<file path="config.mk">
export PLATFORM = sky130hd
export DESIGN_NAME = sha256_stream_hasher
export DESIGN_NICKNAME = d
export VERILOG_FILES = /design/src/hw/rtl/sha256_pkg.sv /design/src/hw/rtl/sha256_stream_hasher.sv /design/src/hw/rtl/sha256_dp.sv /design/src/hw/rtl/sha256_ctrl.sv
export SDC_FILE = /design/constraint.sdc
export NUM_CORES = 2
export LEC_CHECK = 0
export BUFFER_PORTS_ARGS = -buffer_cell sky130_fd_sc_hd__buf_2
export CAP_MARGIN = 40
export CORE_MARGIN = 10
export CORE_UTILIZATION = 45
export DETAILED_ROUTE_END_ITERATION = 6
export REMOVE_ABC_BUFFERS = 1
export SLEW_MARGIN = 20
export SYNTH_ARGS = -nofsm -noshare
export SYNTH_HDL_FRONTEND = slang
export SYNTH_SLANG_ARGS = --single-unit
</file>
<file path="constraint.sdc">
create_clock -name clk -period 15.5 [get_ports clk]
set_input_delay 1.55 -clock clk [delete_from_list [all_inputs] [get_ports clk]]
set_output_delay 1.55 -clock clk [all_outputs]
set_load 0.03 [all_outputs]
</file>
<file path="src/hw/rtl/sha256_pkg.sv">
// ----------------------------------------------------------------------------
// sha256_pkg
// Types, constants and round functions shared by the SHA-256 hasher modules.
// ----------------------------------------------------------------------------
package sha256_pkg;

  typedef struct packed {
    logic [7:0] msg_byte;
    logic       byte_present;
    logic       end_of_message;
  } msg_item_t;

  typedef struct packed {
    logic [31:0] digest_word;
    logic        digest_last;
  } dig_item_t;

  typedef enum logic [2:0] {
    ST_IDLE,
    ST_ROUND,
    ST_ADD,
    ST_PAD_MARK,
    ST_PAD_ZERO,
    ST_PAD_LEN,
    ST_DIGEST
  } ctrl_state_t;

  typedef enum logic [1:0] {
    SRC_MSG,
    SRC_MARK,
    SRC_ZERO,
    SRC_LEN
  } byte_src_t;

  typedef struct packed {
    logic       put;
    byte_src_t  src;
    logic       latch_len;
    logic       start;
    logic       round_en;
    logic [5:0] rnd;
    logic       add_chain;
    logic       finish;
  } dp_cmd_t;

  typedef struct packed {
    logic [5:0] pos;
    logic       out_busy;
  } dp_status_t;

  localparam logic [7:0] PAD_MARK_BYTE = 8'h80;
  localparam logic [5:0] LEN_POS       = 6'd56;
  localparam logic [5:0] LAST_POS      = 6'd63;
  localparam logic [5:0] LAST_ROUND    = 6'd63;
  localparam logic [3:0] DIGEST_WORDS  = 4'd8;

  localparam logic [31:0] INITIAL_HASH [8] = '{
    32'h6A09E667, 32'hBB67AE85, 32'h3C6EF372, 32'hA54FF53A,
    32'h510E527F, 32'h9B05688C, 32'h1F83D9AB, 32'h5BE0CD19
  };

  localparam logic [31:0] ROUND_K [64] = '{
    32'h428A2F98, 32'h71374491, 32'hB5C0FBCF, 32'hE9B5DBA5,
    32'h3956C25B, 32'h59F111F1, 32'h923F82A4, 32'hAB1C5ED5,
    32'hD807AA98, 32'h12835B01, 32'h243185BE, 32'h550C7DC3,
    32'h72BE5D74, 32'h80DEB1FE, 32'h9BDC06A7, 32'hC19BF174,
    32'hE49B69C1, 32'hEFBE4786, 32'h0FC19DC6, 32'h240CA1CC,
    32'h2DE92C6F, 32'h4A7484AA, 32'h5CB0A9DC, 32'h76F988DA,
    32'h983E5152, 32'hA831C66D, 32'hB00327C8, 32'hBF597FC7,
    32'hC6E00BF3, 32'hD5A79147, 32'h06CA6351, 32'h14292967,
    32'h27B70A85, 32'h2E1B2138, 32'h4D2C6DFC, 32'h53380D13,
    32'h650A7354, 32'h766A0ABB, 32'h81C2C92E, 32'h92722C85,
    32'hA2BFE8A1, 32'hA81A664B, 32'hC24B8B70, 32'hC76C51A3,
    32'hD192E819, 32'hD6990624, 32'hF40E3585, 32'h106AA070,
    32'h19A4C116, 32'h1E376C08, 32'h2748774C, 32'h34B0BCB5,
    32'h391C0CB3, 32'h4ED8AA4A, 32'h5B9CCA4F, 32'h682E6FF3,
    32'h748F82EE, 32'h78A5636F, 32'h84C87814, 32'h8CC70208,
    32'h90BEFFFA, 32'hA4506CEB, 32'hBEF9A3F7, 32'hC67178F2
  };

  function automatic logic [31:0] rotr(input logic [31:0] x, input int unsigned n);
    return (x >> n) | (x << (32 - n));
  endfunction

  function automatic logic [31:0] big_sigma0(input logic [31:0] x);
    return rotr(x, 2) ^ rotr(x, 13) ^ rotr(x, 22);
  endfunction

  function automatic logic [31:0] big_sigma1(input logic [31:0] x);
    return rotr(x, 6) ^ rotr(x, 11) ^ rotr(x, 25);
  endfunction

  function automatic logic [31:0] small_sigma0(input logic [31:0] x);
    return rotr(x, 7) ^ rotr(x, 18) ^ (x >> 3);
  endfunction

  function automatic logic [31:0] small_sigma1(input logic [31:0] x);
    return rotr(x, 17) ^ rotr(x, 19) ^ (x >> 10);
  endfunction

endpackage

</file>
<file path="src/hw/rtl/sha256_stream_hasher.sv">
// ----------------------------------------------------------------------------
// sha256_stream_hasher
// SHA-256 of a byte stream, digest returned as eight 32-bit words.
// ----------------------------------------------------------------------------
// Message bytes are taken one item per cycle while a block fills. The item
// that completes a 64-byte block is followed by a stall: 64 rounds at one
// per cycle through the single round unit, then an add of the result into
// the chaining words. An end-of-message item starts padding, which moves
// bytes through the same block buffer (9 to 72 bytes, with one or two more
// compressions), and then the digest moves into an eight-word output
// buffer. Words leave that buffer at one per cycle as the receiver takes
// them, word 0 first, with digest_last on the eighth; the next message may
// be fed meanwhile, but its digest is handed to the buffer only once the
// buffer has drained.
// ----------------------------------------------------------------------------
module sha256_stream_hasher import sha256_pkg::*; (
  input  logic      clk,
  input  logic      rst,
  input  logic      msg_valid,
  output logic      msg_stall,
  input  msg_item_t msg,
  output logic      dig_valid,
  input  logic      dig_stall,
  output dig_item_t dig
);

  dp_cmd_t    cmd;
  dp_status_t sts;

  sha256_ctrl u_ctrl (
    .clk            (clk),
    .rst            (rst),
    .msg_valid      (msg_valid),
    .byte_present   (msg.byte_present),
    .end_of_message (msg.end_of_message),
    .sts            (sts),
    .msg_stall      (msg_stall),
    .cmd            (cmd)
  );

  sha256_dp u_dp (
    .clk       (clk),
    .rst       (rst),
    .cmd       (cmd),
    .msg_byte  (msg.msg_byte),
    .dig_stall (dig_stall),
    .sts       (sts),
    .dig_valid (dig_valid),
    .dig       (dig)
  );

endmodule

</file>
<file path="src/hw/rtl/sha256_dp.sv">
// ----------------------------------------------------------------------------
// sha256_dp
// Datapath: block/schedule shift line, round variables, chaining words,
// bit counter, length latch and the digest output buffer.
// ----------------------------------------------------------------------------
module sha256_dp import sha256_pkg::*; (
  input  logic       clk,
  input  logic       rst,
  input  dp_cmd_t    cmd,
  input  logic [7:0] msg_byte,
  input  logic       dig_stall,
  output dp_status_t sts,
  output logic       dig_valid,
  output dig_item_t  dig
);

  // The sixteen schedule words double as the 64-byte block buffer: bytes
  // shift in at the low byte of word 15, so word 0 ends up holding bytes 0 to 3.
  logic [31:0] w     [16];
  logic [31:0] v     [8];
  logic [31:0] chain [8];
  logic [31:0] obuf  [8];
  logic [63:0] bits;
  logic [63:0] len;
  logic [63:0] len_shifted;
  logic [3:0]  ocnt;
  logic [7:0]  put_val;
  logic [31:0] w_new;
  logic [31:0] t1;
  logic [31:0] t2;
  logic [31:0] ch_val;
  logic [31:0] maj_val;
  logic        dig_take;

  assign sts.pos      = bits[8:3];
  assign sts.out_busy = (ocnt != 4'd0);
  assign dig_valid    = (ocnt != 4'd0);
  assign dig_take     = dig_valid && !dig_stall;
  assign dig.digest_word = obuf[0];
  assign dig.digest_last = (ocnt == 4'd1);

  // Length bytes go out most significant first at positions 56 to 63.
  assign len_shifted = len << {sts.pos[2:0], 3'b000};

  always_comb begin
    case (cmd.src)
      SRC_MSG:  put_val = msg_byte;
      SRC_MARK: put_val = PAD_MARK_BYTE;
      SRC_ZERO: put_val = 8'h00;
      SRC_LEN:  put_val = len_shifted[63:56];
      default:  put_val = 8'h00;
    endcase
  end

  always_comb begin
    ch_val  = (v[4] & v[5]) ^ (~v[4] & v[6]);
    maj_val = (v[0] & v[1]) ^ (v[0] & v[2]) ^ (v[1] & v[2]);
    t1      = v[7] + big_sigma1(v[4]) + ch_val + ROUND_K[cmd.rnd] + w[0];
    t2      = big_sigma0(v[0]) + maj_val;
    w_new   = small_sigma1(w[14]) + w[9] + small_sigma0(w[1]) + w[0];
  end

  always_ff @(posedge clk) begin
    if (cmd.put) begin
      for (int j = 0; j < 15; j++) begin
        w[j] <= {w[j][23:0], w[j+1][31:24]};
      end
      w[15] <= {w[15][23:0], put_val};
    end else if (cmd.round_en) begin
      for (int j = 0; j < 15; j++) begin
        w[j] <= w[j+1];
      end
      w[15] <= w_new;
    end
  end

  always_ff @(posedge clk) begin
    if (cmd.start) begin
      for (int j = 0; j < 8; j++) begin
        v[j] <= chain[j];
      end
    end else if (cmd.round_en) begin
      v[7] <= v[6];
      v[6] <= v[5];
      v[5] <= v[4];
      v[4] <= v[3] + t1;
      v[3] <= v[2];
      v[2] <= v[1];
      v[1] <= v[0];
      v[0] <= t1 + t2;
    end
  end

  always_ff @(posedge clk) begin
    if (rst || cmd.finish) begin
      for (int j = 0; j < 8; j++) begin
        chain[j] <= INITIAL_HASH[j];
      end
    end else if (cmd.add_chain) begin
      for (int j = 0; j < 8; j++) begin
        chain[j] <= chain[j] + v[j];
      end
    end
  end

  always_ff @(posedge clk) begin
    if (rst || cmd.finish) begin
      bits <= 64'd0;
    end else if (cmd.put) begin
      bits <= bits + 64'd8;
    end
  end

  always_ff @(posedge clk) begin
    if (cmd.latch_len) begin
      len <= bits;
    end
  end

  always_ff @(posedge clk) begin
    if (cmd.finish) begin
      for (int j = 0; j < 8; j++) begin
        obuf[j] <= chain[j];
      end
    end else if (dig_take) begin
      for (int j = 0; j < 7; j++) begin
        obuf[j] <= obuf[j+1];
      end
      obuf[7] <= obuf[7];
    end
  end

  always_ff @(posedge clk) begin
    if (rst) begin
      ocnt <= 4'd0;
    end else if (cmd.finish) begin
      ocnt <= DIGEST_WORDS;
    end else if (dig_take) begin
      ocnt <= ocnt - 4'd1;
    end
  end

endmodule

</file>
<file path="src/hw/rtl/sha256_ctrl.sv">
// ----------------------------------------------------------------------------
// sha256_ctrl
// Controller: accepts message items, sequences padding, the 64 rounds, the
// chaining add and the hand-off of the digest to the output buffer.
// ----------------------------------------------------------------------------
module sha256_ctrl import sha256_pkg::*; (
  input  logic       clk,
  input  logic       rst,
  input  logic       msg_valid,
  input  logic       byte_present,
  input  logic       end_of_message,
  input  dp_status_t sts,
  output logic       msg_stall,
  output dp_cmd_t    cmd
);

  ctrl_state_t state, state_next;
  ctrl_state_t ret, ret_next;
  logic [5:0]  rnd, rnd_next;
  logic        accept;

  assign accept = msg_valid && (state == ST_IDLE);

  always_comb begin
    state_next = state;
    ret_next   = ret;
    case (state)
      ST_IDLE: begin
        if (accept) begin
          if (byte_present && sts.pos == LAST_POS) begin
            state_next = ST_ROUND;
            ret_next   = end_of_message ? ST_PAD_MARK : ST_IDLE;
          end else if (end_of_message) begin
            state_next = ST_PAD_MARK;
          end
        end
      end
      ST_ROUND: begin
        if (rnd == LAST_ROUND) state_next = ST_ADD;
      end
      ST_ADD: state_next = ret;
      ST_PAD_MARK: begin
        state_next = (sts.pos == LAST_POS) ? ST_ROUND : ST_PAD_ZERO;
        ret_next   = ST_PAD_ZERO;
      end
      ST_PAD_ZERO: begin
        if (sts.pos == LEN_POS) begin
          state_next = ST_PAD_LEN;
        end else if (sts.pos == LAST_POS) begin
          state_next = ST_ROUND;
          ret_next   = ST_PAD_ZERO;
        end
      end
      ST_PAD_LEN: begin
        if (sts.pos == LAST_POS) begin
          state_next = ST_ROUND;
          ret_next   = ST_DIGEST;
        end
      end
      ST_DIGEST: begin
        if (!sts.out_busy) state_next = ST_IDLE;
      end
      default: state_next = ST_IDLE;
    endcase
  end

  always_comb begin
    cmd           = '0;
    cmd.src       = SRC_MSG;
    cmd.rnd       = rnd;
    msg_stall     = (state != ST_IDLE);
    rnd_next      = 6'd0;
    case (state)
      ST_IDLE: begin
        cmd.put   = accept && byte_present;
        cmd.start = accept && byte_present && (sts.pos == LAST_POS);
      end
      ST_ROUND: begin
        cmd.round_en = 1'b1;
        rnd_next     = rnd + 6'd1;
      end
      ST_ADD: cmd.add_chain = 1'b1;
      ST_PAD_MARK: begin
        cmd.put       = 1'b1;
        cmd.src       = SRC_MARK;
        cmd.latch_len = 1'b1;
        cmd.start     = (sts.pos == LAST_POS);
      end
      ST_PAD_ZERO: begin
        cmd.put   = (sts.pos != LEN_POS);
        cmd.src   = SRC_ZERO;
        cmd.start = (sts.pos == LAST_POS);
      end
      ST_PAD_LEN: begin
        cmd.put   = 1'b1;
        cmd.src   = SRC_LEN;
        cmd.start = (sts.pos == LAST_POS);
      end
      ST_DIGEST: cmd.finish = !sts.out_busy;
      default: ;
    endcase
  end

  always_ff @(posedge clk) begin
    if (rst) begin
      state <= ST_IDLE;
      ret   <= ST_IDLE;
      rnd   <= 6'd0;
    end else begin
      state <= state_next;
      ret   <= ret_next;
      rnd   <= rnd_next;
    end
  end

  // The round counter only moves inside a compression.
  a_rnd_idle: assert property (@(posedge clk) disable iff (rst)
    (state != ST_ROUND) |-> (rnd == 6'd0))
    else $error("round counter nonzero outside compression");

  // A compression begins only on the put of the last byte of a block.
  a_round_entry: assert property (@(posedge clk) disable iff (rst)
    (state == ST_ROUND && rnd == 6'd0) |-> $past(cmd.start))
    else $error("compression started without a full block");

  // Length bytes fill positions 56 to 63 only.
  a_len_pos: assert property (@(posedge clk) disable iff (rst)
    (state == ST_PAD_LEN) |-> (sts.pos >= LEN_POS))
    else $error("length bytes outside their field");

  // Handing off the digest clears the count and fills the output buffer.
  a_finish: assert property (@(posedge clk) disable iff (rst)
    cmd.finish |=> (sts.pos == 6'd0 && sts.out_busy && state == ST_IDLE))
    else $error("digest hand-off left stale state");

endmodule
</file>
# Yosys cells after proc, flatten, opt, wreduce, memory -nomap -nowiden
# Memory sizes are Yosys's and may differ from the RTL's.
# Cells that the tools add are included.
dict set report word_totals {
  register_bits 144
  ram_bits 1280
  mem_bits_ro 2048
  in_bits 14
  out_inout_bits 35
  word_cells 233
  n_memories 5
}
# memory depth width read_ports rd_ports_with_merged_regs wr line_no
set memory_table {}
lappend memory_table {{(name not given)} 64 32 1 0 0 sha256_dp.sv:58} ;# t1 = v[7] + big_sigma1(v[4]) + ch_val + ROUND_K[cmd.rnd] + w[0];
lappend memory_table {u_dp.w 16 32 16 0 16 sha256_dp.sv:19} ;# logic [31:0] w [16];
lappend memory_table {u_dp.chain 8 32 8 0 8 sha256_dp.sv:21} ;# logic [31:0] chain [8];
lappend memory_table {u_dp.obuf 8 32 8 0 8 sha256_dp.sv:22} ;# logic [31:0] obuf [8];
lappend memory_table {u_dp.v 8 32 8 0 8 sha256_dp.sv:20} ;# logic [31:0] v [8];
dict set report op_classes {
  n_addsub 21
  n_lt_le_gt_ge 1
  n_eq_ne 22
  shifts 1
  muxes 87
  bitwise_logic 69
  n_reduce_logical 20
}
# cell n
set op_table {}
lappend op_table {{2-to-1 mux 32 bit} 42}
lappend op_table {{adder 32 bit} 18}
lappend op_table {{XOR 32 bit} 9}
lappend op_table {{AND 32 bit} 5}
lappend op_table {{adder 64 x 4 -> 64 bit (second input constant)} 1}
lappend op_table {{<< shifter 64 x 6 -> 64 bit} 1}
lappend op_table {{bitwise OR 1 bit} 40}
lappend op_table {{2-to-1 mux 3 bit} 13}
lappend op_table {{NOT 32 bit} 1}
lappend op_table {{bitwise OR 10 x 32 -> 32 bit} 1}
lappend op_table {{bitwise OR 13 x 32 -> 32 bit} 1}
lappend op_table {{bitwise OR 14 x 32 -> 32 bit} 1}
lappend op_table {{bitwise OR 15 x 32 -> 32 bit} 1}
lappend op_table {{bitwise OR 19 x 32 -> 32 bit} 1}
lappend op_table {{bitwise OR 21 x 32 -> 32 bit} 1}
lappend op_table {{bitwise OR 25 x 32 -> 32 bit} 1}
lappend op_table {{bitwise OR 26 x 32 -> 32 bit} 1}
lappend op_table {{bitwise OR 30 x 32 -> 32 bit} 1}
lappend op_table {{bitwise OR 7 x 32 -> 32 bit} 1}
lappend op_table {{case mux 8 bit (4 select lines)} 1}
lappend op_table {{XOR 32 x 22 -> 32 bit} 1}
lappend op_table {{XOR 32 x 29 -> 32 bit} 1}
lappend op_table {{2-to-1 mux 1 bit} 23}
lappend op_table {{case mux 3 bit (7 select lines)} 1}
lappend op_table {{other kinds (34)} 54}

# Longest topological paths before layout
# An unclocked memory read counts as a cell.
dict set report depth {
  word_depth 10
  ltp_mapped 40
  depth_no_buf 38
}

# By module
# A second synthesis with hierarchy kept.
dict set report unflattened {
  hier_cells 7354
  area_unflattened_um2 84607.4
}
# module instances cells_each area_each_um2 seq_area_each_um2
set by_module_without_submodules {}
lappend by_module_without_submodules {sha256_dp 1 7254 83819.1 41569.9}
lappend by_module_without_submodules {sha256_ctrl 1 100 788.3 240.2}

# Worst setup path before layout
# OpenSTA, ideal clock, no wires.
dict set report synth_path {
  path_type {input-to-reg}
  start {input msg_valid}
  end {memory u_dp.w[0][0] (enable)}
  setup_ns 3.632
  t_arrival_ns 10.866
  t_required_ns 11.868
  setup_slack_ns 1.002
  cell_stages 7
  n_path_buf 2
  cell_sequence {and3b_1 > nand2b_1 > a21o_1 > and2_1 > clkbuf_1 > clkbuf_1 > nand2_1}
}
# element line_no
set synth_rtl {}
lappend synth_rtl {{start, declared} sha256_stream_hasher.sv:19} ;# input logic msg_valid,
lappend synth_rtl {{end, declared} sha256_dp.sv:19}

==> flow_summary.toml <==
[status]
status = "completed"

[worst_setup_path]
arrival_ps = 11170
critPathBufInv = 4
crit_type = "register to register"
cp-end-kind = "register"
startpoint_type = "register"
cp_slowest_cell = "ha_1"
slowest_delay_ps = 740
required_ps = 16080
cpLargestDelayFamily = "adder cells"
crit_path_max_fanout = 18

[logic_synthesis]
avgSynthCellArea_um2 = 10.2
async_flop_share_pct = 0
synth_largest_area_cell = "edfxtp_1"
ys_ff_latch = 1418
synth_area_um2 = 84400
synth.area.top_cells = "edfxtp_1 48%, nand2_1 11%, ha_1 5.9%, fa_1 4.6%, xnor2_1 4.3%"
syn_inst = 8307
yosysSeqAreaShare_pct = 49.5
yosys.area.top_type_share_pct = 47.7
ys.flop_type = "edfxtp_1"
yosys_warnings = 0
synth_cell_types = 106
synth_edf_count = 1341

[cts]
numCtsBuffers = 159
cts_sinks = 1418
cts_tree = "built"
ctsRootBufferMaster = "clkbuf_16"
clockBufferDepth = 3
holdBufCountCts = 0
post-cts-setup-buffer-count = 0
post_cts_resized = 0
clk_pin_slew_worst_paths_ps = 60
clock_latency_ps = 850
htreeDepth = 4

[drt]
first_pass_iters = 6
totalWireLength_mm = 247
drt_iter0_drc = 5470
num_vias = 60600
antenna_left = 0
vias_per_cell = 5.63
drc = 0
wl_per_cell_um = 22.9

[floorplanning]
die_height_um = 453
initial_core_util_pct = 45.4
num_io_pins = 49
num_rows = 158
fp.coreArea_um2 = 186000
die_w_um = 453
die-area_um2 = 205000

[sta]
fin_setup_tns_ps = 0
hold_viol = 0
setup_viol = 0
slew_headroom_pct = 28.0
skew_ps = 52.5
slew_viol_final = 0
post-route-period-util_pct = 68.4
rsz0062_at_grt = "false"
fin_crit_ps = 10600
fmax_mhz = 94.4
worstMarginPinSlew_ps = 1080

[cells_and_area]
final_nets = 8774
final_common_cell = "nand2_1"
fin_area_um2 = 92300
area_growth_pct = 9.36
drive_above_1_share_pct = 8.45
mostFrequentLayoutCells = "2442 x nand2_1, 1341 x edfxtp_1, 417 x xnor2_1"
finalNonFillerCells = 10800
n_fill_cell = 17000

[global_route]
grt.total_usage_pct = 23.5
grt_pass1_vias = 60400
overflow = 0
antenna_found_initial = 2
grt_pass1_wl_mm = 374
grt_max_degree = 195

[hold_path]
hold_class = "register to register"

[place]
dpl.cell_count = 10500
place_congestion = 0.951
portBuffers = 48
postPlaceCellArea_um2 = 87000
dp_hpwl_mm = 178

[flow_run]
cap_violations = 0
[final timing paths]
| path | from | slack [ps] | cells past startpoint | to |
|---|---|---|---|---|
| worst max-delay path | u_ctrl.rnd[0]$_SDFF_PP0_ | 4900 | 37 | u_dp.v[0][29]$_DFFE_PP_ |
| worst min-delay path | u_dp.bits[63]$_SDFFE_PP0P_ | 470 | 0 | u_dp.len[63]$_DFFE_PP_ |
| worst max register to register | u_ctrl.rnd[0]$_SDFF_PP0_ | 4900 | 37 | u_dp.v[0][29]$_DFFE_PP_ |
| worst min register to register | u_dp.bits[63]$_SDFFE_PP0P_ | 470 | 0 | u_dp.len[63]$_DFFE_PP_ |
[metal layers]
| layer | GRT usage (%) | vias to the layer above | routed length, um | part of all wire [%] |
|---|---|---|---|---|
| met5 | 0 | - | 13 | 0.0053 |
| met4 | 9.09 | 2 | 9970 | 4.0 |
| met3 | 3.01 | 453 | 12300 | 5.0 |
| met2 | 40.0 | 1798 | 121000 | 49 |
| met1 | 30.5 | 29900 | 104000 | 42 |
| li1 | - | 28500 | - | - |
[worst reg2reg max path: cells and delay by family, from the launching register on]
family,cells,cell delay (ps)
fa+ha+maj,8,3600
compound gates,14,2840
simple gates,9,1740
buf+inv,4,840
flops,1,730
xor+xnor,2,580
[logic make-up (layout without fill, tap and decap cells)]
kind of cell / count (synthesis) / in the layout / share of synthesized area [%]
AND/OR/NAND/NOR: 3367 / 3367 / 16.4
other: 0 / 2 / 0
AO/OA/AOI/OAI: 1293 / 1293 / 9.68
adder cells (fa/ha/maj): 617 / 617 / 10.8
XOR/XNOR: 612 / 612 / 6.35
multiplexers: 278 / 278 / 3.91
buffers and inverters: 722 / 711 / 3.37
flip-flops: 1418 / 1418 / 49.5
[Yosys cell counts (38+ instances only)]
| master | instances |
|---|---|
| xnor2_1 | 417 |
| nor3_1 | 88 |
| or3_1 | 38 |
| dfxtp_1 | 77 |
| o21ai_1 | 83 |
| o21a_1 | 62 |
| nand2_1 | 2447 |
| fa_1 | 195 |
| nand3_1 | 94 |
| mux2_2 | 244 |
| a211oi_1 | 55 |
| ha_1 | 397 |
| clkbuf_1 | 398 |
| nor2b_1 | 52 |
| a21o_1 | 160 |
| a31oi_1 | 42 |
| xor2_1 | 195 |
| a21oi_1 | 331 |
| inv_1 | 265 |
| nor2_1 | 401 |
| o21ai_0 | 304 |
| nand4_1 | 40 |
| edfxtp_1 | 1341 |
| nand2b_1 | 67 |
[metrics by stage]
step	hold WS (ps)	util, %	worst slack, ps
after floorplan	429	-	-21420
after global placement	445	46.6	4960
after detailed placement	456	46.8	4990
after CTS	471	49.5	4950
after global routing	490	49.6	4260
final	467	49.6	4900
[registers in the layout (all words and copies together) (netlist names)]
register / flops
u_ctrl.ret: 3
u_ctrl.rnd: 6
u_ctrl.state: 3
u_dp.bits: 61
u_dp.chain: 256
u_dp.len: 61
u_dp.obuf: 256
u_dp.ocnt: 4
u_dp.v: 256
u_dp.w: 512
[layout make-up]
class | count | area, um^2 | share of cell area, %
repair buffers | 155 | 1480 | 1.60
flip-flops and latches | 1418 | 41800 | 45.3
clock buffers | 202 | 4210 | 4.56
diodes | 2 | 5.00 | 0.00542
clock inverters | 87 | 865 | 0.937
inverters | 267 | 1000 | 1.09
multi-input cells | 6167 | 39800 | 43.2
well taps | 2480 | 3100 | 3.36
Power is left out: the tool's default activity adds up to more than one toggle a clock period on the data nets, which glitch-free logic cannot reach.
